<file path="src/sv/v3a_pkg.sv">
// Package for the 3-D vector unit: opcodes, payload structs, saturation helper.
// No dependencies; every other file but v3a_delay imports it.
package v3a_pkg;

	localparam int CW = 32;
	localparam int FB = 16;

	typedef enum logic [2:0] {
		OP_LENGTH  = 3'd0,
		OP_SCALE   = 3'd1,
		OP_UNIT    = 3'd2,
		OP_DOT     = 3'd3,
		OP_CROSS   = 3'd4,
		OP_PROJECT = 3'd5,
		OP_DIFF    = 3'd6,
		OP_SUM     = 3'd7
	} op_t;

	typedef struct packed {
		op_t                kind;
		logic signed [31:0] ax;
		logic signed [31:0] ay;
		logic signed [31:0] az;
		logic signed [31:0] bx;
		logic signed [31:0] by;
		logic signed [31:0] bz;
		logic signed [31:0] factor;
	} cmd_t;

	typedef struct packed {
		logic signed [31:0] rx;
		logic signed [31:0] ry;
		logic signed [31:0] rz;
		logic signed [31:0] scalar;
		logic               saturated;
	} res_t;

	// Clamped value plus its overflow flag
	typedef struct packed {
		logic signed [31:0] v;
		logic               f;
	} sat_t;

	localparam logic signed [65:0] VMAX66 = 66'sd2147483647;
	localparam logic signed [65:0] VMIN66 = -66'sd2147483648;

	// Clamp a wide signed value to the component range
	function automatic sat_t sat66(input logic signed [65:0] x);
		sat_t r;
		if (x > VMAX66) begin
			r.v = 32'sh7FFFFFFF;
			r.f = 1'b1;
		end else if (x < VMIN66) begin
			r.v = 32'sh80000000;
			r.f = 1'b1;
		end else begin
			r.v = x[31:0];
			r.f = 1'b0;
		end
		return r;
	endfunction

endpackage

</file>
<file path="src/sv/v3a_sqrt.sv">
// Pipelined integer square root of a 64-bit radicand, two result bits per stage.
// Depends on v3a_pkg.
module v3a_sqrt import v3a_pkg::*; (
	input  logic        clk,
	input  logic [63:0] rad,
	output logic [31:0] root
);

	localparam int NST = 16;

	typedef struct packed {
		logic [32:0] rem;
		logic [31:0] rt;
		logic [63:0] rd;
	} sstg_t;

	// One restoring digit step
	function automatic sstg_t sstep(input sstg_t x);
		sstg_t       y;
		logic [34:0] r2;
		logic [34:0] t;
		r2 = {x.rem, x.rd[63:62]};
		t  = {1'b0, x.rt, 2'b01};
		y.rd = {x.rd[61:0], 2'b00};
		if (r2 >= t) begin
			y.rem = 33'(r2 - t);
			y.rt  = {x.rt[30:0], 1'b1};
		end else begin
			y.rem = r2[32:0];
			y.rt  = {x.rt[30:0], 1'b0};
		end
		return y;
	endfunction

	sstg_t stg_s [NST];
	sstg_t init;

	assign init = '{rem: '0, rt: '0, rd: rad};

	// Advance the root two bits per stage
	always_ff @(posedge clk) begin
		stg_s[0] <= sstep(sstep(init));
		for (int s = 1; s < NST; s++) begin
			stg_s[s] <= sstep(sstep(stg_s[s-1]));
		end
	end

	assign root = stg_s[NST-1].rt;

endmodule

</file>
<file path="config.mk">
export PLATFORM = sky130hd
export DESIGN_NAME = v3a_sqrt
export DESIGN_NICKNAME = d
export VERILOG_FILES = /design/src/sv/v3a_pkg.sv /design/src/sv/v3a_sqrt.sv
export SDC_FILE = /design/constraint.sdc
export NUM_CORES = 2
export LEC_CHECK = 0
export BUFFER_PORTS_ARGS = -buffer_cell sky130_fd_sc_hd__buf_2
export CAP_MARGIN = 5
export CORE_ASPECT_RATIO = 1.25
export CORE_MARGIN = 5
export CORE_UTILIZATION = 55
export CTS_CLUSTER_DIAMETER = 50
export DETAILED_ROUTE_END_ITERATION = 8
export PLACE_DENSITY = 0.71
export SYNTH_ARGS = -nofsm -noshare
export SYNTH_HDL_FRONTEND = slang
export SYNTH_SLANG_ARGS = --single-unit
</file>
<file path="constraint.sdc">
create_clock -name clk -period 7.3 [get_ports clk]
set_input_delay 1.46 -clock clk [delete_from_list [all_inputs] [get_ports clk]]
set_output_delay 1.46 -clock clk [all_outputs]
set_load 0.02 [all_outputs]
</file>
==> metrics.yaml <==
syn_area_um2: 68900
yosys-top-cells-area: "dfxtp_1, ha_1, xnor2_1, a21oi_1, nand2_1"
synth_seq_cells: 1225
grt_pass1_wl_mm: 311
ff2ff_path_depth: 22
worstHoldStart: "stg_s[0][152]$_DFF_P_"
hold_path_depth: 0
overflow: 0
initial_core_util_pct: 55.2
top_regs: "stg_s: 1225 flops"
h-tree-depth: 4
ys_top_cells_by_count: "dfxtp_1, nand2_1, nor2_1, a21oi_1, ha_1"
cp_max_fo: 42
drt_iter0_drc: 3973
dp_hpwl_mm: 162
grt_max_degree: 46
routedWlPerCell_um: 20.5
whs_ps: 292
synth-edff-count: 0
die_x_um: 327
cts_buffer_depth: 3
setup_tns_ps: 0
largest_reg_flops: 1225
syn_avg_cell_area_um2: 8.48
drive_above_1_share_pct: 7.49
period_needed_ps: 6840
post_cts_resized: 0
cts_tree: "built"
p_per_area_nw_per_um2: 325
synthXorXnorAreaFrac_pct: 9.10
synthCells: 8130
slew_viol_final: 0
ys.flop_type: "dfxtp_1"
yosysTopAreaCellShare_pct: 35.6
synth_top_family_by_area: "compound AO/OA/AOI/OAI gates"
ios: 97
drc: 0
vias: 59500
routed_via_density: 6.02
async_flop_share_pct: 0
r2r_start: "stg_s[1][689]$_DFF_P_"
rrSetupSlack_ps: 460
cts.reportedPaths.clkPinSlew_ps: 60
seq_area_frac_synth_pct: 35.6
fmax_mhz: 146
n_fill_cell: 11100
dr.pass1.iters: 9
root_buffer: "clkbuf_16"
cp.required_ps: 7980
power.leakage_nw: 35.0
core_um2: 125000
die_h_um: 406
fin_worst_skew_ps: 42.0
endpoint_kind: "flip-flop"
track_usage_pct: 29.3
synthMuxAreaShare_pct: 1.97
critPathLaunchType: "flip-flop"
synthAdderAreaFrac_pct: 10.1
area_growth_pct: 9.60
path_class: "reg -> reg"
cts_made_buffers: 133
die_area_um2: 133000
ctsHoldBuffers: 0
synthDistinctLibCells: 106
synth.most_common_cell: "dfxtp_1"
nNetsFinal: 8777
hp-class: "reg -> reg"
gp_congestion: 0.979
reg2reg_to: "stg_s[1][847]$_DFF_P_"
antenna_found_initial: 16
synth-simple-area-share_pct: 18.9
synth_top_area_cell: "dfxtp_1"
grt_pass1_vias: 58400
wl_mm: 202
status: "finished, final reports clean"
ir_drop_v: 0.000369
io_buffers: 96
maxSlewHeadroom_pct: 21.0
setup.worst_path.start: "stg_s[1][689]$_DFF_P_"
regMostFlops: "stg_s"
cts.sinks: 1225
hold_violations: 0
cp.arrival_ps: 7520
worst_slew_pin_slew_ps: 1170
ant_nets: 0
period_share_pct: 93.7
clk_latency_ps: 810
holdPathEnd: "stg_s[0][281]$_DFF_P_"
rsz0062_at_grt: "no"
cap_violations: 0
yosysWarnings: 0
synth-compound-area-share_pct: 19.9
rows: 145
finalSetupViolCount: 0
cts_setup_buffers: 0
## per-stage QoR
stage | cells | power, mW | utilization (%) | area (µm²) | worst slack, ps
6_report | 9882 | 24.5 | 60.5 | 75500 | 462
5_1_grt | 9879 | 25.9 | 60.5 | 75500 | 50.9
4_1_cts | 9879 | 24.6 | 60.5 | 75500 | 631
3_5_place_dp | 9637 | 17.4 | 56.7 | 70800 | 663
3_3_place_gp | 9637 | 17.3 | 56.7 | 70800 | 702
2_1_floorplan | 8132 | 15.0 | - | 68900 | 1430
## worst max-delay path by stage
stage	endpoint	slack, ps
2_1_floorplan	stg_s[1][470]$_DFF_P_	1430
5_1_grt	stg_s[1][847]$_DFF_P_	50
4_1_cts	stg_s[1][847]$_DFF_P_	630
3_5_place_dp	stg_s[1][847]$_DFF_P_	660
6_report	stg_s[1][847]$_DFF_P_	460
3_3_place_gp	stg_s[1][847]$_DFF_P_	700
## cells in the final DEF, fill, tap and decap left out, types with 60 or more instances in the layout
cell and instances:
dfxtp_1 1225, nand2_1 691, nor2_1 640, a21oi_1 637, ha_1 557, inv_1 484
o21ai_0 461, xnor2_1 445, a21o_1 279, xor2_1 269, nor3_1 200, nand3_1 184
nand4_1 133, clkbuf_16 133, nand2b_1 99, mux2_2 96, or3_1 96, buf_2 96
nor4_1 85, nor2b_1 83, a31oi_1 77, and3_1 76, o21a_1 74, o31ai_1 72
a211oi_1 60
## final cells by class
cell class	count	area [µm²]	share of cell area, %
multi-input cells	6145	41400	54.8
flip-flops and latches	1225	24500	32.5
clock buffers	164	3600	4.77
well taps	1617	2020	2.68
inverters	494	1860	2.46
clock inverters	78	1170	1.55
repair buffers	156	943	1.25
diodes	3	7.51	0.00994
## power by group
part | switching (mW) | total, mW | internal, mW
sequential | 1.23 | 9.06 | 7.83
combinational | 5.03 | 8.42 | 3.39
clock | 3.00 | 7.05 | 4.05
## critical path: stages (launching register included)
cell and delay, ps:
dfxtp_1 580, inv_1 140, ha_1 430, o211ai_1 110
nor3_1 330, nand2_1 130, o41ai_1 610, o21ai_0 330
nand2_1 170, buf_4 460, mux2_2 420, ha_1 410
nand4_1 180, nor2_1 290, nand3_1 150, nor4_1 470
a21oi_1 140, nor3_1 160, a211oi_1 60, nand4_1 130
nor3_2 50, inv_1 560, mux2_2 410
## kinds of logic (layout without fill, tap and decap cells)
group	Yosys count	count (layout)
simple gates	2610	2610
other cells	1	6
mux	124	124
xor+xnor	715	715
fa+ha+maj	557	557
buf+inv	762	892
compound gates	2136	2136
flops	1225	1225
## metal layers
layer	routed length [µm]	GRT usage [%]
met5	0	0
met4	17200	21.7
met3	9220	3.54
met2	102000	54.2
met1	74300	30.4
(Power assumes the default switching activity.)
